--- src/bppd_ram.sv ---
`timescale 1ns / 1ps
module bppd_ram #(
  parameter int WIDTH = 24,
  parameter int DEPTH = 64
) (
  input  logic                     clk,
  input  logic                     we,
  input  logic [$clog2(DEPTH)-1:0] waddr,
  input  logic [WIDTH-1:0]         wdata,
  input  logic [$clog2(DEPTH)-1:0] raddr,
  output logic [WIDTH-1:0]         rdata
);
  logic [WIDTH-1:0] mem [DEPTH];

  // one write port, one registered read port
  always_ff @(posedge clk) begin
    if (we) begin
      mem[waddr] <= wdata;
    end
    rdata <= mem[raddr];
  end
endmodule

--- config.mk ---
export PLATFORM = sky130hd
export DESIGN_NAME = bppd_ram
export DESIGN_NICKNAME = d
export VERILOG_FILES = /design/src/bppd_ram.sv
export SDC_FILE = /design/constraint.sdc
export NUM_CORES = 1
export LEC_CHECK = 0
export ABC_AREA = 0
export BUFFER_PORTS_ARGS = -buffer_cell sky130_fd_sc_hd__buf_2
export CAP_MARGIN = 20
export CORE_MARGIN = 2
export CORE_UTILIZATION = 25
export CTS_CLUSTER_DIAMETER = 60
export DETAILED_ROUTE_END_ITERATION = 10
export GPL_ROUTABILITY_DRIVEN = 0
export PLACE_DENSITY = 0.38
export SLEW_MARGIN = 20
export SYNTH_ARGS = -nofsm -noshare
export SYNTH_HDL_FRONTEND = slang
export SYNTH_SLANG_ARGS = --single-unit
--- constraint.sdc ---
create_clock -name clk -period 6.7 [get_ports clk]
set_input_delay 1.34 -clock clk [delete_from_list [all_inputs] [get_ports clk]]
set_output_delay 1.34 -clock clk [all_outputs]
set_load 0.005 [all_outputs]
# ---- Word-level counts from Yosys, hierarchy flattened
# Memory sizes are Yosys's and may differ from the RTL's. A register that Yosys moved wholly into a read port is not among the register bits.
# Index checks and enable logic that the tools add are counted.
dict set report totals {
  ff_bits 0
  mem_bits_rw 1536
  inputBits 38
  word_cells 3
  n_memories 1
}
dict set report classes {
  mux 2
}
# name words word_bits read_ports rd_ports_with_merged_regs write_ports line_no
set mem_list {}
lappend mem_list {mem 64 24 1 1 1 13} ;# logic [WIDTH-1:0] mem [DEPTH];
# cell count
set op_table {}
lappend op_table {{$mux 1} 2}

# ---- Depth between registers and ports, before layout
dict set report depth {
  word_depth 2
  mapped_depth 9
  ltp_nobuf 5
}

# ---- Least setup slack after synthesis
# No wires, ideal clock.
dict set report synth_timing {
  path_type {input to register}
  start {input port waddr[3]}
  end {memory mem[48][0] (enable)}
  arrival_time_ns 3.502
  slack_ns 2.763
  cell_stages 4
  path_cell_list {clkbuf_1 > nor2b_1 > nand4b_1 > nor3_1}
}
# item line_no
set synth_rtl {}
lappend synth_rtl {{start, declared} 8} ;# input logic [$clog2(DEPTH)-1:0] waddr,
lappend synth_rtl {{end, declared} 13}
# Straight into the memory's write port.

==> results.yml <==
synthesis:
  syn-mean-instance-area_um2: 22.7
  synthCells: 2610
  primary_flip_flop_cell_chosen_by_synthesis_mapping: "edfxtp_1"
  synth_edf_count: 1536
  async_reset_ff_frac: 0
  synth.lib_cells_used.distinct: 40
  synthTopCellsByArea: "edfxtp_1 78%, mux4_2 13%, mux2i_1 1.6%, mux2_2 1.0%, dfxtp_1 0.81%"
  synth_sequential_area_ratio: 0.786
  synth_warnings: 0
  synth.ff_latch_count: 1560
  yosys.cell_count.top_type: "edfxtp_1"
  mappedNetlistNets: 2648
  synthesis.area_um2: 59300
  synth_area_leader_cell: "edfxtp_1"
  yosys-top-cells-count: "1536 x edfxtp_1, 355 x mux4_2, 95 x mux2i_1"
  netlist.area_leader.share: 0.778
detailed_routing:
  drtIter0Drc: 2489
  totalWireLength_um: 177000
  drt-wirelength-per-cell_um: 29.0
  postRouteAntennaNets: 0
  dr.pass1.iters: 5
  vias: 27800
  avgViaCountPerCell: 4.55
  route.detailed.drc: 0
setup_path:
  regToRegSetupSlack_ns: 4.23
  cp_max_fo: 47
  crit_arrival_ns: 4.46
  critical_path.startpoint_type: "primary input"
  critical_setup_path_kind: "in -> reg"
  timing.critical_path.to_type: "flop"
  timing.critical_path.required_ns: 7.39
power:
  power.density_nw_per_um2: 301
  vdd_ir_drop_max_uv: 270
  power.leakage_nw: 21.3
  overall_power_consumption_w: 0.0209
grt:
  grt_first_pass_wirelength_um: 245000
  first_global_vias: 29800
  antenna_violations_before_repair: 21
  grt.overflow.total: 0
  grt_start_max_net_pins: 90
  grt_use_total: 0.146
die:
  starting_utilization_of_the_core_area: 0.252
  fp.dieH_um: 491
  die_w_um: 491
  rows: 178
  design.core.area_um2: 236000
  boundaryPins: 62
  die_area_um2: 241000
cts:
  tritoncts.num_buffers: 164
  postCtsResizedCells: 0
  cts_setup_buffers: 0
  cts_tree: "yes"
  clock_latency_ns: 0.81
  root_buffer: "clkbuf_16"
  cts.path.max_buffers: 3
  clock-sinks: 1560
  hold_buf_count_cts: 0
  cts_max_level: 4
  clkTransAtPathRegs_ns: 0.06
run_status:
  outcome: "completed"
cells_and_area:
  final_cell_area_um2: 69300
  syn2layout_area_growth_pct: 16.9
  fin_nets: 2863
  non_filler_instances: 6114
  post_route_cells_drive_above_1_share: 0.306
flow_run:
  max_cap_viol: 0
hold_path:
  holdCritPathClass: "reg -> reg"
timing:
  final.setup.tns_ns: 0
  max-slew-margin-rel: 0.222
  transition_time_at_the_pin_with_the_least_slew_margin_ns: 1.17
  clock-skew-final_ns: 0.0308
  min_period_ns: 3.77
  timing_max_transition_violations_final: 0
  fin_crit_sh: 0.563
  finalSetupViolCount: 0
  finalHoldViolations: 0
  timing.fmax_mhz: 265
  rsz_0062_raised_after_global_routing: "false"
placement:
  placed_cell_area_um2: 64000
  place_inst: 5808
  buffer_ports.inserted: 61
  dp_hpwl_um: 105000
==> layout make-up <==
cell class | instances | area (um2)
Antenna cell | 4 | 10.0
Clock buffer | 203 | 4340
Clock inverter | 98 | 917
Fill cell | 23000 | 166000
Inverter | 2 | 8.76
Multi-Input combinational cell | 906 | 12100
Sequential cell | 1560 | 46600
Tap cell | 3150 | 3940
Timing Repair Buffer | 191 | 1390
==> power by group <==
part,internal (W),switching [W]
clock network,0.00518,0.00381
logic,0.000359,0.000668
registers,0.0108,0.0000454
==> metal layers <==
layer,routed length [um],GRT usage
met4,3860,0.0385
met1,74800,0.186
met3,6180,0.0185
met2,92500,0.261
met5,0,0
==> sequential cells by signal, summed over array words and instances, names as in the netlist <==
register and flops:
mem 1536, rdata 24
==> final timing paths <==
kind              startpoint  depth (start not counted)         to
setup reg to reg  mem[35][2]                          5   rdata[2]
hold reg to reg   mem[0][12]                          5  rdata[12]
hold / removal    mem[0][12]                          5  rdata[12]
setup / recovery    raddr[0]                          7   rdata[2]
==> worst max-delay path, cell delays in order <==
cell and delay [ns]:
buf_8 0.47, buf_4 0.38, mux4_2 0.54, mux2_2 0.33, a221oi_1 0.71, a31oi_1 0.29, o21a_1 0.20
==> cell families after synthesis <==
kind of cell	after synthesis	synth area share
AOI/OAI and AO/OA	207	0.0244
buffers and inverters	144	0.0131
DFF	1560	0.786
muxes	503	0.161
and+or+nand+nor	196	0.0156
==> placed cells by master (no fill, tap or decap), drive strengths merged, types with 2 or more instances in the layout <==
master | synthesis | layout
o22ai | 53 | 53
nand2 | 36 | 36
or3 | 10 | 10
nor2b | 9 | 9
a221oi | 52 | 52
o21a | 13 | 13
o21ai | 18 | 18
dfxtp | 24 | 24
nand3 | 20 | 20
a221o | 4 | 4
clkinvlp | 0 | 4
and2 | 4 | 4
nor3 | 2 | 2
nand3b | 3 | 3
a31oi | 13 | 13
nand4 | 2 | 2
bufinv | 0 | 15
nor2 | 80 | 80
diode | 0 | 4
edfxtp | 1536 | 1536
buf | 97 | 190
a21oi | 22 | 22
inv | 1 | 11
nand2b | 6 | 6
a22oi | 29 | 29
and3 | 16 | 16
mux2 | 53 | 53
or2 | 3 | 3
mux4 | 355 | 355
clkinv | 1 | 70
or3b | 3 | 3
mux2i | 95 | 95
clkbuf | 45 | 204
o211ai | 2 | 2
==> metrics by stage <==
step	hold WS [ns]	util	setup slack [ns]
3_3_place_gp	0.929	0.272	2.00
5_1_grt	0.877	0.294	2.85
2_1_floorplan	0.772	-	2.76
3_5_place_dp	0.930	0.272	2.03
6_report	0.931	0.294	2.93
4_1_cts	0.866	0.294	2.93
Power figures use the tool's default switching activity.
