$ cat src/bppd_pkg.sv
`timescale 1ns / 1ps
package bppd_pkg;

  // One pixel, also the input transaction payload
  typedef struct packed {
    logic [7:0] red;
    logic [7:0] green;
    logic [7:0] blue;
  } in_t;

  // One result transaction
  typedef struct packed {
    logic [2:0] pixel_row;
    logic [1:0] pixel_col;
    logic [1:0] pixel_code;
    logic [3:0] slot1_color;
    logic [3:0] slot2_color;
    logic [3:0] slot3_color;
    logic       block_done;
  } out_t;

  localparam logic [15:0] SUM_LIMIT = 16'hFFFF;

  // Fixed base colors
  function automatic in_t base_rgb(input logic [3:0] j);
    in_t c;
    begin
      case (j)
        4'd0:    c = '{8'h00, 8'h00, 8'h00};
        4'd1:    c = '{8'hFF, 8'hFF, 8'hFF};
        4'd2:    c = '{8'h68, 8'h37, 8'h2B};
        4'd3:    c = '{8'h70, 8'hA4, 8'hB2};
        4'd4:    c = '{8'h6F, 8'h3D, 8'h86};
        4'd5:    c = '{8'h58, 8'h8D, 8'h43};
        4'd6:    c = '{8'h35, 8'h28, 8'h79};
        4'd7:    c = '{8'hB8, 8'hC7, 8'h6F};
        4'd8:    c = '{8'h6F, 8'h4F, 8'h25};
        4'd9:    c = '{8'h43, 8'h39, 8'h00};
        4'd10:   c = '{8'h9A, 8'h67, 8'h59};
        4'd11:   c = '{8'h44, 8'h44, 8'h44};
        4'd12:   c = '{8'h6C, 8'h6C, 8'h6C};
        4'd13:   c = '{8'h9A, 8'hD2, 8'h84};
        4'd14:   c = '{8'h6C, 8'h5E, 8'hB5};
        default: c = '{8'h95, 8'h95, 8'h95};
      endcase
      return c;
    end
  endfunction

  function automatic logic [7:0] absdiff(input logic [7:0] a, input logic [7:0] b);
    return (a > b) ? (a - b) : (b - a);
  endfunction

  // L1 RGB distance, up to 765
  function automatic logic [9:0] l1(input in_t a, input in_t b);
    return 10'(absdiff(a.red, b.red)) + 10'(absdiff(a.green, b.green))
         + 10'(absdiff(a.blue, b.blue));
  endfunction

  // Nearest of four palette colors, lowest slot wins ties
  function automatic logic [1:0] nearest(input in_t p, input in_t c0, input in_t c1,
                                         input in_t c2, input in_t c3);
    logic [9:0] bd, e1, e2, e3;
    logic [1:0] best;
    begin
      bd = l1(p, c0);
      best = 2'd0;
      e1 = l1(p, c1);
      e2 = l1(p, c2);
      e3 = l1(p, c3);
      if (e1 < bd) begin
        bd = e1;
        best = 2'd1;
      end
      if (e2 < bd) begin
        bd = e2;
        best = 2'd2;
      end
      if (e3 < bd) begin
        best = 2'd3;
      end
      return best;
    end
  endfunction

  // floor((d*2^sh + a - m) / 2^sh) clamped to 0..255
  function automatic logic [7:0] spread_ch(input logic [7:0] a, input logic [7:0] m,
                                           input logic [7:0] d, input logic [1:0] sh);
    logic signed [11:0] k;
    logic signed [11:0] q;
    begin
      k = ($signed({4'b0, d}) <<< sh) + $signed({4'b0, a}) - $signed({4'b0, m});
      q = k >>> sh;
      if (q < 0) return 8'd0;
      else if (q > 12'sd255) return 8'd255;
      else return q[7:0];
    end
  endfunction

  function automatic in_t spread_px(input in_t dst, input in_t src, input in_t m,
                                    input logic [1:0] sh);
    in_t r;
    begin
      r.red   = spread_ch(src.red,   m.red,   dst.red,   sh);
      r.green = spread_ch(src.green, m.green, dst.green, sh);
      r.blue  = spread_ch(src.blue,  m.blue,  dst.blue,  sh);
      return r;
    end
  endfunction

endpackage

$ cat src/bppd_front.sv
`timescale 1ns / 1ps
module bppd_front #(
  parameter int NPIX = 32
) (
  input  logic                     clk,
  input  logic                     rst_n,
  input  logic                     start,
  output logic                     busy,
  input  bppd_pkg::in_t            in_data,
  output logic                     wr_en,
  output logic [$clog2(NPIX):0]    wr_addr,
  output logic [23:0]              wr_data,
  output logic                     blk_avail,
  input  logic                     blk_release
);
  import bppd_pkg::*;

  localparam int IW = $clog2(NPIX);

  logic [IW-1:0] cnt_r;
  logic          wb_r;
  logic [1:0]    qcnt_r;
  logic          acc;
  logic          last;

  // two bank slots form the queue toward the back end
  assign busy      = (qcnt_r == 2'd2);
  assign blk_avail = (qcnt_r != 2'd0);
  assign acc       = start && !busy;
  assign last      = (cnt_r == IW'(NPIX - 1));

  assign wr_en   = acc;
  assign wr_addr = {wb_r, cnt_r};
  assign wr_data = in_data;

  always_ff @(posedge clk) begin
    if (!rst_n) begin
      cnt_r  <= '0;
      wb_r   <= 1'b0;
      qcnt_r <= 2'd0;
    end else begin
      if (acc) begin
        cnt_r <= last ? '0 : cnt_r + 1'b1;
        if (last) begin
          wb_r <= ~wb_r;
        end
      end
      // queue occupancy
      if ((acc && last) && !blk_release) begin
        qcnt_r <= qcnt_r + 2'd1;
      end else if (!(acc && last) && blk_release) begin
        qcnt_r <= qcnt_r - 2'd1;
      end
    end
  end
endmodule

$ cat config.mk
export PLATFORM = sky130hd
export DESIGN_NAME = bppd_front
export DESIGN_NICKNAME = d
export VERILOG_FILES = /design/src/bppd_pkg.sv /design/src/bppd_front.sv
export SDC_FILE = /design/constraint.sdc
export NUM_CORES = 1
export LEC_CHECK = 0
export BUFFER_PORTS_ARGS = -buffer_cell sky130_fd_sc_hd__buf_2
export CORE_ASPECT_RATIO = 0.75
export CORE_MARGIN = 2
export CORE_UTILIZATION = 35
export CTS_BUF_LIST = sky130_fd_sc_hd__clkbuf_8 sky130_fd_sc_hd__clkbuf_16
export DETAILED_ROUTE_END_ITERATION = 10
export HOLD_SLACK_MARGIN = 0.03
export PLACE_DENSITY = 0.82
export SYNTH_ARGS = -nofsm -noshare
export SYNTH_HDL_FRONTEND = slang
export SYNTH_SLANG_ARGS = --single-unit
export TNS_END_PERCENT = 10
$ cat constraint.sdc
create_clock -name clk -period 2.2 [get_ports clk]
set_input_delay 0.11 -clock clk [delete_from_list [all_inputs] [get_ports clk]]
set_output_delay 0.11 -clock clk [all_outputs]
set_load 0.005 [all_outputs]
# Word level (Yosys, flattened, before mapping)
# Index checks and enable logic that the tools add are counted.
# totals
regBits	8
inputBits	28
# classes
mux	3
n_eq_ne	2
reduce_logical	10
bitwise	1
add_sub_neg	3
# ops
cell	n
$add 5x1->5 const B	1
$eq 5x5->1 const B	1
$mux 5	1
$logic_and 1x1->1	4
$mux 2	2
$reduce_bool 2->1	2
$logic_not 1->1	3
$add 2x1->2 const B	1
$eq 2x2->1 const B	1
$reduce_and 2->1	1
$sub 2x1->2 const B	1
$not 1->1	1

# Logic depth before layout (Yosys ltp)
# logic_depth
word_depth	8
depth_mapped	8
ltp_nobuf	8

# Least setup slack after synthesis
# OpenSTA, ideal clock, no wires.
# synth_path
path_type	register to register
start	register cnt_r[0]
end	register qcnt_r[1]
t_arrival_ns	1.899
period_less_slack_ns	1.969
required_ns	2.130
setup_ns	0.070
stages_incl_launch_ff	8
slack_ns	0.231
path_cell_list	dfxtp_1 -> ha_1 -> and3_1 -> ha_1 -> and3_2 -> ha_1 -> or3_1 -> a21oi_1
# synth_via
elab_chain_cells	5
# synth_lines
element	line_no	rtl
start: declaration	bppd_front.sv:20	logic [IW-1:0] cnt_r;
start signal: assignment	bppd_front.sv:43	cnt_r <= last ? '0 : cnt_r + 1'b1;
$eq 5x5->1 (*)	bppd_front.sv:30	assign last = (cnt_r == IW'(NPIX - 1));
$logic_and 1x1->1 (*)	bppd_front.sv:49, bppd_front.sv:51	
$logic_not 1->1	bppd_front.sv:51	end else if (!(acc && last) && blk_release) begin
$logic_and 1x1->1	bppd_front.sv:51	
$reduce_bool 2->1 (no source line)	-	
end signal: assignment	bppd_front.sv:50	qcnt_r <= qcnt_r + 2'd1;
end signal: assignment	bppd_front.sv:52	qcnt_r <= qcnt_r - 2'd1;
end: declaration	bppd_front.sv:22	logic [1:0] qcnt_r;
# Every way passes the cells marked *; elsewhere a longest branch is shown, timed or not.
# A chain may end at the register's enable or synchronous reset.

# Worst setup path after layout
# Ends and elaborated chain as after synthesis.

==> metrics.cfg <==
[run_status]
status = finished, final reports clean

[placed_design]
dp_cells = 82
post-place-ws_ns = 0.0943
place_area_um2 = 515
gp_congestion = 0.820
portBuffers = 12
hpwl_um = 779

[worst_setup_path]
endpoint_kind = flip-flop
path_class = reg -> reg
crit_fanout = 6
crit_path_start_kind = flip-flop
crit_required_ns = 2.36
cp.arrival_ns = 2.25

[timing]
rsz0062_at_grt = no
finalWorstSetupSlack_ns = 0.106
min_period_ns = 2.09
hold_violations = 0
final.period_utilization_pct = 95.2
setup_viol = 0
worstMarginPinSlew_ns = 0.215
fin_hold_ws_ns = 0.182
final_max_slew_viol_count = 0
fmax_mhz = 478
skew_ns = 0.000181
slew_headroom_pct = 85.5
setup-tns-final_ns = 0

[cts]
cts_resized = 0
clock-root-buffer = clkbuf_8
cts.clk_slew.worst_paths_ns = 0.04
post-cts-setup-buffers = 0
cts_buffers = 3
cts_sinks = 8
holdBufCountCts = 0
clkLatencyLatePin_ns = 0.23
h-tree-depth = 1
clockBufferDepth = 2
cts_tree = built

[finish]
syn_to_final_growth_pct = -9.15
layout-drive-gt1-share_pct = 33.3
stdcell_count = 85
antenna_cells = 0
n_fill_cell = 180
fin_nets = 96
stdcell_area_um2 = 559

[grt]
grt-ovfl-total = 0
grtUsageTotal_pct = 9.89
antenna_found_initial = 0
grt_pass1_wl_mm = 1.44
grt_max_degree = 9
grt_pass1_vias = 348

[power]
p_per_area_nw_per_um2 = 694
cellLeakagePower_nw = 0.268
ir_drop_uv = 299

[yosys]
synth.distinct_cells = 27
async_reset_ff_share_pct = 0
syn_area_per_cell_um2 = 8.43
ys.warnings.count = 0
synth_nets = 104
synth_ff_type = dfxtp_1
ys_ff_latch = 8
yosysSeqAreaShare_pct = 26.0
synthesis.area_um2 = 616
synthCells = 73
synth_edf_count = 0

[die]
fp.coreArea_um2 = 1690
die_h_um = 40.3
dieArea_um2 = 2110
initial_core_util_pct = 36.4
num_rows = 13
ios = 61
die_x_um = 52.4

[flow_run]
max_cap_viol_count = 0

[route]
totalWireLength_mm = 1.03
drt_iter0_drc = 4
wl_per_cell_um = 12.1
avgViaCountPerCell = 5.09
drtAntennaViolNets = 0
drc_errors = 0
drt-pass1-iter-count = 2
vias = 433

[hold_path]
holdCritPathClass = in -> reg

critical path, cell delays in order, from the launching register on:
cell and delay (ns):
dfxtp_1 0.35, ha_2 0.21, and3_1 0.19, ha_1 0.22, and3_2 0.23, ha_1 0.32
or3_1 0.36, a21oi_1 0.15
registers in the layout (all words and copies together) (netlist names):
register and flops:
qcnt_r 2, cnt_r 5, wb_r 1
cells in the mapped netlist (all sizes together), types with 2 or more instances:
cell type  count  area (um2)
a21oi          3        15.0
xor2           2        17.5
and3           2        13.8
ha             3        37.5
buf           25         188
nand3          3        15.0
nand2          2        7.51
nor2           2        7.51
dfxtp          8         160
nand2b         4        32.5
o21ai          3        15.0
inv            4        17.5
metrics by stage:
| stage | utilization, % | total power, mW |
|---|---|---|
| finish | 33.1 | 0.388 |
| global route | 33.1 | 0.408 |
| CTS | 32.9 | 0.394 |
| detailed placement | 30.5 | 0.216 |
| global placement | 30.5 | 0.215 |
| floorplan | - | 0.230 |
power by group:
| part | switching [mW] | internal (mW) | total, mW |
|---|---|---|---|
| clock | 0.0555 | 0.118 | 0.174 |
| sequential | 0.00972 | 0.153 | 0.163 |
| combinational | 0.0269 | 0.0244 | 0.0513 |
| total | 0.0922 | 0.296 | 0.388 |
placed cells by master (no fill, tap or decap), drive strengths merged, types with 2 or more instances in the layout:
master,instances
and3,2
ha,3
o21ai,3
inv,4
nand3,3
nor2,2
nand2b,4
nand2,2
xor2,2
buf,12
dfxtp,8
clkbuf,3
a21oi,3
kinds of logic (layout without fill, tap and decap cells):
| group | Yosys count | count (layout) | share of synthesized area, % |
|---|---|---|---|
| xor+xnor | 2 | 2 | 2.85 |
| flops | 8 | 8 | 26.0 |
| mux | 1 | 1 | 1.63 |
| fa+ha+maj | 3 | 3 | 6.10 |
| buf+inv | 29 | 19 | 33.3 |
| simple gates | 18 | 18 | 17.5 |
| compound gates | 12 | 12 | 12.6 |
path summary, 6_finish.rpt:
path / from / end / slack (ns) / depth (start not counted)
min: rst_n / cnt_r[3] / 0.18 / 2
max reg2reg: cnt_r[0] / qcnt_r[1] / 0.11 / 7
min reg2reg: wb_r / wb_r / 0.47 / 2
max: cnt_r[0] / qcnt_r[1] / 0.11 / 7
metal layers:
| layer | GRT usage (%) | up-vias | routed length [um] |
|---|---|---|---|
| li1 | - | 204 | - |
| met1 | 9.93 | 202 | 429 |
| met4 | 8.97 | 0 | 40 |
| met2 | 16.3 | 19 | 488 |
| met3 | 4.10 | 8 | 69 |
| met5 | 0 | - | 0 |
area by class of cell:
| class | count | area (um2) | share of cell area [%] |
|---|---|---|---|
| Timing Repair Buffer | 12 | 60.1 | 10.7 |
| Inverter | 4 | 17.5 | 3.13 |
| Clock buffer | 3 | 41.3 | 7.38 |
| Sequential cell | 8 | 160 | 28.6 |
| Multi-Input combinational cell | 36 | 253 | 45.2 |
| Tap cell | 22 | 27.5 | 4.92 |
No activity file was read; power rests on OpenSTA's default activity.
