### src/bppd_pkg.sv
`timescale 1ns / 1ps
package bppd_pkg;

  // One pixel, also the input transaction payload
  typedef struct packed {
    logic [7:0] red;
    logic [7:0] green;
    logic [7:0] blue;
  } in_t;

  // One result transaction
  typedef struct packed {
    logic [2:0] pixel_row;
    logic [1:0] pixel_col;
    logic [1:0] pixel_code;
    logic [3:0] slot1_color;
    logic [3:0] slot2_color;
    logic [3:0] slot3_color;
    logic       block_done;
  } out_t;

  localparam logic [15:0] SUM_LIMIT = 16'hFFFF;

  // Fixed base colors
  function automatic in_t base_rgb(input logic [3:0] j);
    in_t c;
    begin
      case (j)
        4'd0:    c = '{8'h00, 8'h00, 8'h00};
        4'd1:    c = '{8'hFF, 8'hFF, 8'hFF};
        4'd2:    c = '{8'h68, 8'h37, 8'h2B};
        4'd3:    c = '{8'h70, 8'hA4, 8'hB2};
        4'd4:    c = '{8'h6F, 8'h3D, 8'h86};
        4'd5:    c = '{8'h58, 8'h8D, 8'h43};
        4'd6:    c = '{8'h35, 8'h28, 8'h79};
        4'd7:    c = '{8'hB8, 8'hC7, 8'h6F};
        4'd8:    c = '{8'h6F, 8'h4F, 8'h25};
        4'd9:    c = '{8'h43, 8'h39, 8'h00};
        4'd10:   c = '{8'h9A, 8'h67, 8'h59};
        4'd11:   c = '{8'h44, 8'h44, 8'h44};
        4'd12:   c = '{8'h6C, 8'h6C, 8'h6C};
        4'd13:   c = '{8'h9A, 8'hD2, 8'h84};
        4'd14:   c = '{8'h6C, 8'h5E, 8'hB5};
        default: c = '{8'h95, 8'h95, 8'h95};
      endcase
      return c;
    end
  endfunction

  function automatic logic [7:0] absdiff(input logic [7:0] a, input logic [7:0] b);
    return (a > b) ? (a - b) : (b - a);
  endfunction

  // L1 RGB distance, up to 765
  function automatic logic [9:0] l1(input in_t a, input in_t b);
    return 10'(absdiff(a.red, b.red)) + 10'(absdiff(a.green, b.green))
         + 10'(absdiff(a.blue, b.blue));
  endfunction

  // Nearest of four palette colors, lowest slot wins ties
  function automatic logic [1:0] nearest(input in_t p, input in_t c0, input in_t c1,
                                         input in_t c2, input in_t c3);
    logic [9:0] bd, e1, e2, e3;
    logic [1:0] best;
    begin
      bd = l1(p, c0);
      best = 2'd0;
      e1 = l1(p, c1);
      e2 = l1(p, c2);
      e3 = l1(p, c3);
      if (e1 < bd) begin
        bd = e1;
        best = 2'd1;
      end
      if (e2 < bd) begin
        bd = e2;
        best = 2'd2;
      end
      if (e3 < bd) begin
        best = 2'd3;
      end
      return best;
    end
  endfunction

  // floor((d*2^sh + a - m) / 2^sh) clamped to 0..255
  function automatic logic [7:0] spread_ch(input logic [7:0] a, input logic [7:0] m,
                                           input logic [7:0] d, input logic [1:0] sh);
    logic signed [11:0] k;
    logic signed [11:0] q;
    begin
      k = ($signed({4'b0, d}) <<< sh) + $signed({4'b0, a}) - $signed({4'b0, m});
      q = k >>> sh;
      if (q < 0) return 8'd0;
      else if (q > 12'sd255) return 8'd255;
      else return q[7:0];
    end
  endfunction

  function automatic in_t spread_px(input in_t dst, input in_t src, input in_t m,
                                    input logic [1:0] sh);
    in_t r;
    begin
      r.red   = spread_ch(src.red,   m.red,   dst.red,   sh);
      r.green = spread_ch(src.green, m.green, dst.green, sh);
      r.blue  = spread_ch(src.blue,  m.blue,  dst.blue,  sh);
      return r;
    end
  endfunction

endpackage

### src/bppd_back.sv
`timescale 1ns / 1ps
module bppd_back #(
  parameter int BLOCK_ROWS  = 8,
  parameter int BLOCK_COLS  = 4,
  parameter int BASE_COLORS = 16
) (
  input  logic                                clk,
  input  logic                                rst_n,
  input  logic                                blk_avail,
  output logic                                blk_release,
  output logic [$clog2(BLOCK_ROWS*BLOCK_COLS):0] rd_addr,
  input  logic [23:0]                         rd_data,
  output logic                                out_valid,
  output bppd_pkg::out_t                      out_data
);
  import bppd_pkg::*;

  localparam int NPIX = BLOCK_ROWS * BLOCK_COLS;
  localparam int IW   = $clog2(NPIX);
  localparam int KW   = IW + 1;
  localparam int QR   = BLOCK_ROWS / 2;
  localparam int QC   = BLOCK_COLS / 2;
  localparam int QYW  = (QR > 1) ? $clog2(QR) : 1;
  localparam int QXW  = (QC > 1) ? $clog2(QC) : 1;
  localparam int RW   = (BLOCK_ROWS > 1) ? $clog2(BLOCK_ROWS) : 1;
  localparam int CW   = (BLOCK_COLS > 1) ? $clog2(BLOCK_COLS) : 1;
  localparam int SW0  = $clog2(NPIX * 765 + 1);
  localparam int SW   = (SW0 > 16) ? SW0 : 16;
  localparam int LASTC = (BASE_COLORS > 16) ? 15 : BASE_COLORS - 1;

  localparam logic [2:0] S_IDLE = 3'd0;
  localparam logic [2:0] S_INIT = 3'd1;
  localparam logic [2:0] S_SUM  = 3'd2;
  localparam logic [2:0] S_UPD  = 3'd3;
  localparam logic [2:0] S_QLD  = 3'd4;
  localparam logic [2:0] S_QST  = 3'd5;
  localparam logic [2:0] S_EMIT = 3'd6;

  logic [2:0]     state_r;
  logic           iss_r, vd_r, ve_r, rb_r;
  logic [KW-1:0]  k_r;
  logic [IW-1:0]  kd_r;
  logic [9:0]     emin_r;
  logic [SW-1:0]  sum_r, best_r;
  logic [3:0]     col_r, jbest_r;
  logic [1:0]     pick_r;
  logic [3:0]     pal_r [4];
  logic [9:0]     nd_r [NPIX];
  logic [1:0]     code_r [NPIX];
  in_t            p_r [4];
  logic [2:0]     step_r;
  logic [1:0]     cs_r;
  logic [QYW-1:0] qy_r;
  logic [QXW-1:0] qx_r;
  logic [RW-1:0]  erow_r;
  logic [CW-1:0]  ecol_r;
  logic           out_valid_r;
  out_t           out_data_r;

  logic [IW-1:0]  qidx [4];
  logic [IW-1:0]  base_idx;
  logic [9:0]     e;
  in_t            pix;
  in_t            palc [4];
  logic           scanning, drained, last_k, better;
  logic [SW-1:0]  nbest;
  logic [3:0]     njbest;
  logic [1:0]     ncode;

  // quad member addresses, mapped in order TL, BR, TR, BL
  assign base_idx = IW'((32'(qy_r) * 2) * BLOCK_COLS + 32'(qx_r) * 2);
  assign qidx[0]  = base_idx;
  assign qidx[1]  = IW'(32'(base_idx) + BLOCK_COLS + 1);
  assign qidx[2]  = IW'(32'(base_idx) + 1);
  assign qidx[3]  = IW'(32'(base_idx) + BLOCK_COLS);

  assign rd_addr = {rb_r, (state_r == S_QLD) ? qidx[k_r[1:0]] : k_r[IW-1:0]};
  assign pix     = rd_data;
  assign e       = l1(pix, base_rgb(col_r));

  assign palc[0] = base_rgb(4'd0);
  assign palc[1] = base_rgb(pal_r[1]);
  assign palc[2] = base_rgb(pal_r[2]);
  assign palc[3] = base_rgb(pal_r[3]);

  assign scanning = (state_r == S_INIT) || (state_r == S_SUM) || (state_r == S_UPD)
                 || (state_r == S_QLD);
  assign drained  = !iss_r && !vd_r && !ve_r;
  assign last_k   = (state_r == S_QLD) ? (k_r == KW'(3)) : (k_r == KW'(NPIX - 1));
  assign better   = (sum_r < best_r);
  assign nbest    = better ? sum_r : best_r;
  assign njbest   = better ? col_r : jbest_r;

  // slot decision for the current mapping step
  always_comb begin
    case (step_r)
      3'd0:    ncode = nearest(p_r[0], palc[0], palc[1], palc[2], palc[3]);
      3'd2:    ncode = nearest(p_r[1], palc[0], palc[1], palc[2], palc[3]);
      3'd4:    ncode = nearest(p_r[2], palc[0], palc[1], palc[2], palc[3]);
      default: ncode = nearest(p_r[3], palc[0], palc[1], palc[2], palc[3]);
    endcase
  end

  assign blk_release = (state_r == S_EMIT) && (k_r == KW'(NPIX - 1));
  assign out_valid   = out_valid_r;
  assign out_data    = out_data_r;

  // control sequencer
  always_ff @(posedge clk) begin
    if (!rst_n) begin
      state_r     <= S_IDLE;
      iss_r       <= 1'b0;
      vd_r        <= 1'b0;
      ve_r        <= 1'b0;
      rb_r        <= 1'b0;
      k_r         <= '0;
      col_r       <= '0;
      jbest_r     <= '0;
      pick_r      <= 2'd1;
      step_r      <= '0;
      qy_r        <= '0;
      qx_r        <= '0;
      erow_r      <= '0;
      ecol_r      <= '0;
      out_valid_r <= 1'b0;
      for (int s = 0; s < 4; s++) pal_r[s] <= '0;
    end else begin
      vd_r        <= iss_r && scanning;
      ve_r        <= vd_r && (state_r == S_SUM);
      out_valid_r <= (state_r == S_EMIT);
      if (iss_r && scanning) begin
        k_r <= k_r + 1'b1;
        if (last_k) iss_r <= 1'b0;
      end
      unique case (state_r)
        S_IDLE: begin
          if (blk_avail) begin
            state_r <= S_INIT;
            col_r   <= 4'd0;
            k_r     <= '0;
            iss_r   <= 1'b1;
          end
        end
        S_INIT: begin
          if (drained) begin
            state_r <= S_SUM;
            col_r   <= 4'd1;
            jbest_r <= '0;
            pick_r  <= 2'd1;
            k_r     <= '0;
            iss_r   <= 1'b1;
          end
        end
        S_SUM: begin
          if (drained) begin
            k_r   <= '0;
            iss_r <= 1'b1;
            if (col_r == 4'(LASTC)) begin
              pal_r[pick_r] <= njbest;
              col_r         <= njbest;
              state_r       <= S_UPD;
            end else begin
              col_r   <= col_r + 4'd1;
              jbest_r <= njbest;
            end
          end
        end
        S_UPD: begin
          if (drained) begin
            k_r   <= '0;
            iss_r <= 1'b1;
            if (pick_r == 2'd3) begin
              state_r <= S_QLD;
              qy_r    <= '0;
              qx_r    <= '0;
            end else begin
              state_r <= S_SUM;
              pick_r  <= pick_r + 2'd1;
              col_r   <= 4'd1;
              jbest_r <= '0;
            end
          end
        end
        S_QLD: begin
          if (drained) begin
            state_r <= S_QST;
            step_r  <= '0;
          end
        end
        S_QST: begin
          step_r <= step_r + 3'd1;
          if (step_r == 3'd6) begin
            if (qx_r == QXW'(QC - 1)) begin
              qx_r <= '0;
              if (qy_r == QYW'(QR - 1)) begin
                state_r <= S_EMIT;
                k_r     <= '0;
                erow_r  <= '0;
                ecol_r  <= '0;
              end else begin
                qy_r    <= qy_r + 1'b1;
                state_r <= S_QLD;
                k_r     <= '0;
                iss_r   <= 1'b1;
              end
            end else begin
              qx_r    <= qx_r + 1'b1;
              state_r <= S_QLD;
              k_r     <= '0;
              iss_r   <= 1'b1;
            end
          end
        end
        S_EMIT: begin
          k_r <= k_r + 1'b1;
          if (ecol_r == CW'(BLOCK_COLS - 1)) begin
            ecol_r <= '0;
            erow_r <= erow_r + 1'b1;
          end else begin
            ecol_r <= ecol_r + 1'b1;
          end
          if (blk_release) begin
            state_r <= S_IDLE;
            rb_r    <= ~rb_r;
          end
        end
        default: state_r <= S_IDLE;
      endcase
    end
  end

  // datapath: distances, sums, quad pixels, codes, result register
  always_ff @(posedge clk) begin
    kd_r   <= k_r[IW-1:0];
    emin_r <= (e < nd_r[kd_r]) ? e : nd_r[kd_r];
    if (ve_r) sum_r <= sum_r + SW'(emin_r);
    if (state_r == S_INIT && vd_r) nd_r[kd_r] <= e;
    if (state_r == S_UPD && vd_r && (e < nd_r[kd_r])) nd_r[kd_r] <= e;
    if ((state_r == S_INIT || state_r == S_UPD) && drained) begin
      sum_r  <= '0;
      best_r <= SW'(SUM_LIMIT);
    end
    if (state_r == S_SUM && drained) begin
      sum_r  <= '0;
      best_r <= nbest;
    end
    if (state_r == S_QLD && vd_r) p_r[kd_r[1:0]] <= pix;
    // unmapped pixels of odd-sized blocks keep code 0
    if (state_r == S_UPD && drained && pick_r == 2'd3) begin
      for (int i = 0; i < NPIX; i++) code_r[i] <= 2'd0;
    end
    if (state_r == S_QST) begin
      case (step_r)
        3'd0: begin
          code_r[qidx[0]] <= ncode;
          cs_r            <= ncode;
        end
        3'd1: begin
          p_r[1] <= spread_px(p_r[1], p_r[0], palc[cs_r], 2'd1);
          p_r[2] <= spread_px(p_r[2], p_r[0], palc[cs_r], 2'd2);
          p_r[3] <= spread_px(p_r[3], p_r[0], palc[cs_r], 2'd2);
        end
        3'd2: begin
          code_r[qidx[1]] <= ncode;
          cs_r            <= ncode;
        end
        3'd3: begin
          p_r[2] <= spread_px(p_r[2], p_r[1], palc[cs_r], 2'd1);
          p_r[3] <= spread_px(p_r[3], p_r[1], palc[cs_r], 2'd1);
        end
        3'd4: begin
          code_r[qidx[2]] <= ncode;
          cs_r            <= ncode;
        end
        3'd5: begin
          p_r[3] <= spread_px(p_r[3], p_r[2], palc[cs_r], 2'd0);
        end
        default: begin
          code_r[qidx[3]] <= ncode;
        end
      endcase
    end
    out_data_r.pixel_row   <= 3'(erow_r);
    out_data_r.pixel_col   <= 2'(ecol_r);
    out_data_r.pixel_code  <= code_r[k_r[IW-1:0]];
    out_data_r.slot1_color <= pal_r[1];
    out_data_r.slot2_color <= pal_r[2];
    out_data_r.slot3_color <= pal_r[3];
    out_data_r.block_done  <= (k_r == KW'(NPIX - 1));
  end
endmodule

### config.mk
export PLATFORM = sky130hd
export DESIGN_NAME = bppd_back
export DESIGN_NICKNAME = d
export VERILOG_FILES = /design/src/bppd_pkg.sv /design/src/bppd_back.sv
export SDC_FILE = /design/constraint.sdc
export NUM_CORES = 2
export LEC_CHECK = 0
export BUFFER_PORTS_ARGS = -buffer_cell sky130_fd_sc_hd__buf_2
export CORE_AREA = 2 2 333 335
export CTS_CLUSTER_SIZE = 24
export DETAILED_ROUTE_END_ITERATION = 10
export DIE_AREA = 0 0 335 337
export PLACE_DENSITY = 0.82
export REMOVE_ABC_BUFFERS = 1
export SLEW_MARGIN = 30
export SYNTH_ARGS = -nofsm -noshare
export SYNTH_HDL_FRONTEND = slang
export SYNTH_SLANG_ARGS = --single-unit
export TNS_END_PERCENT = 10
### constraint.sdc
create_clock -name clk -period 16.2 [get_ports clk]
set_input_delay 2.43 -clock clk [delete_from_list [all_inputs] [get_ports clk]]
set_output_delay 2.43 -clock clk [all_outputs]
set_load 0.02 [all_outputs]
Word level (Yosys, flattened, before mapping)
Memories as Yosys holds them, arrays and structs flattened. A register that Yosys moved wholly into a read port is not among the register bits.
Cells that the tools add are included.
Widths: inputs -> output; s select.
Storage, ports and cells
  bits in registers: 102
  word-level logic and storage cells: 691
  memories kept: 8
  bits of input ports: 27
  memory bits (writable): 496
  memory bits (read-only): 1536
  output and inout port bits: 28
Memory list
  (no name shown): words 16, bits a word 24, rd ports 1, clocked after Yosys merged registers in 0, write ports 0, RTL line bppd_pkg.sv:28  | case (j)
  (no name shown): words 16, bits a word 24, rd ports 1, clocked after Yosys merged registers in 0, write ports 0, RTL line bppd_pkg.sv:28
  (no name shown): words 16, bits a word 24, rd ports 1, clocked after Yosys merged registers in 0, write ports 0, RTL line bppd_pkg.sv:28
  (no name shown): words 16, bits a word 24, rd ports 1, clocked after Yosys merged registers in 1, write ports 0, RTL line bppd_pkg.sv:28
  nd_r: words 32, bits a word 10, rd ports 1, clocked after Yosys merged registers in 1, write ports 1, RTL line bppd_back.sv:48  | logic [9:0] nd_r [NPIX];
  p_r: words 4, bits a word 24, rd ports 4, clocked after Yosys merged registers in 0, write ports 3, RTL line bppd_back.sv:50  | in_t p_r [4];
  2 more memories
Operators by class
  magnitude comparators: 103
  bitwise logic cells: 7
  reductions and logical operators: 51
  add/sub/neg operators: 173
  multiplexer cells: 289
  equal/unequal tests: 34
Operator list (number)
  $mux 8: 123
  $sub 8x8->8: 78
  $gt 8x8->1: 39
  $add 9x8->10: 26
  $add 8x8->9: 20
  $gt 10x9->1 const B: 18
  $lt 10x1->1 const B: 18
  $mux 10: 18
  $mux 24: 6
  $lt 10x10->1: 13
  $sub 10x8->11: 9
  $gt 8x1->1 const B: 12
  $sub 1x8->8 const A: 12
  $sub 11x8->12: 6
  $add 10x8->11: 6
  $mux 4: 15
  $mux 1: 57
  $mux 2: 27
  $bmux 24 s2: 1
  $mux 16: 3
  $mux 3: 15
  $mux 5: 7
  $sub 9x8->10: 3
  $ne 2x2->1 const B: 13
  other kinds (50): 112

Logic depth before layout (Yosys ltp)
An unclocked memory read counts as a cell.
  word-level depth: 19
  gate-level depth with buffers: 56
  depth with buffers taken out: 52

Worst setup path before layout
No wires, ideal clock.
  path type: register -> register
  start point: mem pal_r[1][0]
  end point: mem code_r[8][0], data pin
  setup time: 254 ps
  data arrival time: 11851 ps
  setup slack: 4095 ps
  period minus slack after synthesis: 12105 ps
  cell stages (with the launch flop): 48
  cells stage by stage: edfxtp_1 clkbuf_1 inv_1 ha_1 inv_1 o21ai_0 o21ai_0 ha_1 nor2b_1 o21ai_0 a21oi_1 o32ai_1 clkbuf_1 mux2i_1 xnor2_1 fa_1 inv_1 fa_1 [... 12 more ...] ha_1 a21o_1 a21o_1 a21o_1 a2111oi_2 o21ai_1 a311oi_1 clkbuf_1 mux2_2 ha_1 nand4_1 or3_1 a211oi_1 o21ai_0 or4_4 o32ai_4 buf_6 nor2_2
RTL lines
  from (decl): RTL line bppd_back.sv:47  | logic [3:0] pal_r [4];
  to (decl): RTL line bppd_back.sv:49  | logic [1:0] code_r [NPIX];

==> flow_summary.toml <==
[floorplanning]
die_height_um = 337
boundaryPins = 55
die_w_um = 335
fp.coreArea_um2 = 109600
die_area_um2 = 112900
fp-row-count = 122
initial_core_util_pct = 65.27

[worst_hold_path]
worstHoldPathType = "reg2reg"

[synthesis]
netlist_area_um2 = 71540
synth-xor-area-share_pct = 5.876
synth_compound_gate_area_share_pct = 16.93
yosysWarnings = 0
synthFlopType = "edfxtp_1"
synth-edff-count = 510
ys_ff_latch = 620
yosysSeqAreaShare_pct = 24.48
synth_top_family_by_area = "adder cells"
syn_area_per_cell_um2 = 9.708
synth_cell_types = 102
synth-simple-area-share_pct = 11.15
synth_fa_ha_area_share_pct = 29.17
synthCells = 7369
synthArstFlopShare_pct = 0
synthMuxAreaShare_pct = 7.811

[critical_path]
startpoint = "pal_r[1][0]$_SDFFCE_PN0P_"
cp_max_fo = 33
slowest_stage = "a21oi_1"
rrSetupSlack_ps = 1990
cp-end-kind = "flip-flop"
worst-setup-path-type = "reg2reg"
required_ps = 16700
worstReg2RegEnd = "code_r[19][0]$_SDFFCE_PN0P_"
cp-start-kind = "flip-flop"
max_stage_delay_ps = 860
r2r-start = "pal_r[1][0]$_SDFFCE_PN0P_"
critPathCapture = "code_r[19][0]$_SDFFCE_PN0P_"
arrival_ps = 14710
rr_worst_depth = 47
crit_top_cell = "ha_1"

[finish]
drive_gt1_share_pct = 9.815
fin_nets = 8981
multi_input_area_um2 = 51120
syn_to_final_growth_pct = 7.755
fill_cells = 8090
seqCellArea_um2 = 17520

[run]
max_cap_viol_count = 0

[drt]
post_drt_via_cell_ratio = 7.049
route.detailed.wl_per_inst_um = 32.08
wl_mm = 288.8
dr_total_vias = 63451
drc = 0
drtIter0Drc = 9133
drt-pass1-iter-count = 10
ant_nets = 0

[timing]
rsz0062_at_grt = "no"
period_share_pct = 87.69
fin_skew_ps = 25.89
tns_ps = 0
setup_viol = 0
fmax_mhz = 70.39
slew_headroom_pct = 13.49
hold_viol = 0
finalMaxSlewViolations = 0
hold_ws_ps = 376.7
period_minus_slack_ps = 14210
tightest_slew_ps = 1286

[cts]
cts_made_buffers = 68
clk_path_buf_depth = 3
cts_htree_levels = 3
clk_latency_ps = 660
postCtsHoldBufs = 0
cts_num_sinks = 620
clock_tree.root_cell = "clkbuf_16"
post_cts_resized = 0
tritoncts = "yes"
cts_setup_buffers = 0
clk_pin_slew_ps = 60

[global_routing]
grt_max_degree = 43
antenna_found_initial = 20
grt.total_usage_pct = 50.21
grt_overflow = 0
grt_pass1_wl_mm = 407.6
grt_pass1_vias = 60307

[placement]
port_buffers = 54
dp_hpwl_mm = 227.7
gp_congestion = 1.128

[power_and_ir_drop]
p_per_area_nw_per_um2 = 206.1
p_leak_nw = 33.75
peakVddDrop_mv = 1.580

[status]
run_status = "complete, no violations"
==> Yosys cell counts, drive strengths merged, types with 37 or more instances <==
master     n  area, µm²
ha      1082      13540
inv      644       2417
a21oi    601       3015
edfxtp   510      15310
nor2     468       1779
nand2    442       1659
o21ai    419       2101
fa       366       7327
xnor2    330       2890
a21o     229       1719
mux2i    206       2074
nor2b    158      988.5
clkbuf   156      585.6
xor2     150       1314
nand2b   118      738.2
dfxtp    110       2202
mux4     105       2365
mux2     102       1149
o21bai   100      750.7
nand4     97      606.8
nand3     79      395.4
nor3      79      400.4
a22oi     69      518.0
o21a      59      442.9
buf       56      269.0
a211oi    54      405.4
a31oi     45      281.5
o211ai    40      300.3
o22ai     40      250.2
and2      37      231.5
==> where the power goes <==
group	switching (W)	internal, W	leakage, nW
clock network	0.000700	0.000895	1.09
logic	0.00721	0.00331	27.1
registers	0.0000635	0.00370	5.52
total	0.00798	0.00791	33.7
==> kinds of logic (layout without fill, tap and decap cells) <==
group | Yosys count | in the layout
buf+inv | 858 | 1049
mux | 413 | 413
compound gates | 1909 | 1909
fa+ha+maj | 1448 | 1448
xor+xnor | 480 | 480
other cells | 0 | 15
simple gates | 1641 | 1641
flops | 620 | 620
==> metrics by stage <==
| step | worst slack [ps] | utilization, % | total power (W) | area (µm²) | instances |
|---|---|---|---|---|---|
| 2_1_floorplan | 3172 | - | 0.009895 | 70690 | 7157 |
| 3_3_place_gp | 2137 | 68.01 | 0.01313 | 74540 | 8853 |
| 3_5_place_dp | 2221 | 68.11 | 0.01363 | 74640 | 8857 |
| 4_1_cts | 2175 | 70.15 | 0.01536 | 76880 | 8981 |
| 5_1_grt | 1390 | 70.30 | 0.01648 | 77050 | 8986 |
| 6_report | 1994 | 70.34 | 0.01589 | 77090 | 9001 |
==> sequential cells by signal, indices dropped and copies added, names as in the netlist, 3 cells and up, named ones only <==
name and flops:
sum_r 16, erow_r 3, step_r 3, kd_r 5
state_r 3, k_r 6, emin_r 10, col_r 4
out_data 20, pal_r 12, nd_r 320, best_r 16
p_r 96, code_r 64, jbest_r 4
==> cells in the final DEF (no fill, tap or decap), types with 97 or more instances in the layout <==
cell,instances
dfxtp_1,108
a21oi_1,595
nand2_1,442
fa_1,366
a21o_1,229
xor2_1,148
mux2i_1,205
ha_1,1082
mux2_2,102
nor2_1,431
nand4_1,97
mux4_2,105
o21bai_1,100
buf_4,217
nand2b_1,118
inv_1,642
o21ai_0,393
nor2b_1,157
xnor2_1,323
edfxtp_1,510
==> worst min path at each step <==
stage | start | end | slack, ps | cells past startpoint
after floorplan | erow_r[2]$_SDFFE_PN0P_ | out_data[19]$_DFF_P_ | 350 | 0
after global placement | ecol_r[1]$_SDFFE_PN0P_ | out_data[16]$_DFF_P_ | 360 | 0
after detailed placement | erow_r[2]$_SDFFE_PN0P_ | out_data[19]$_DFF_P_ | 360 | 0
after CTS | ecol_r[1]$_SDFFE_PN0P_ | out_data[16]$_DFF_P_ | 380 | 0
after global routing | ecol_r[1]$_SDFFE_PN0P_ | out_data[16]$_DFF_P_ | 380 | 0
final | ecol_r[1]$_SDFFE_PN0P_ | out_data[16]$_DFF_P_ | 380 | 0
==> critical path, delay by kind of cell (launching register included) <==
kind                       cells  cell delay [ps]
and+or+nand+nor               14             2890
xor gates and xnor gates       2              500
buffers and inverters          4             1180
AOI/OAI and AO/OA             18             5380
adders and majority gates      7             2570
muxes                          2              810
DFF                            1              680
==> cell type report <==
class | count | share of cell area (%)
Antenna cell | 15 | 0.04869
Timing Repair Buffer | 279 | 2.538
Clock buffer | 94 | 2.452
Clock inverter | 30 | 0.4512
Inverter | 646 | 3.145
Tap cell | 1426 | 2.314
Multi-Input combinational cell | 5891 | 66.32
Sequential cell | 620 | 22.73
==> routing by layer <==
layer	track usage [%]	wire (µm)	vias up
li1	-	-	26815
met1	63.41	102500	30268
met2	70.75	115800	5111
met3	18.54	44440	1237
met4	35.80	25670	20
met5	0.6383	281	-
(Power assumes the default switching activity.)
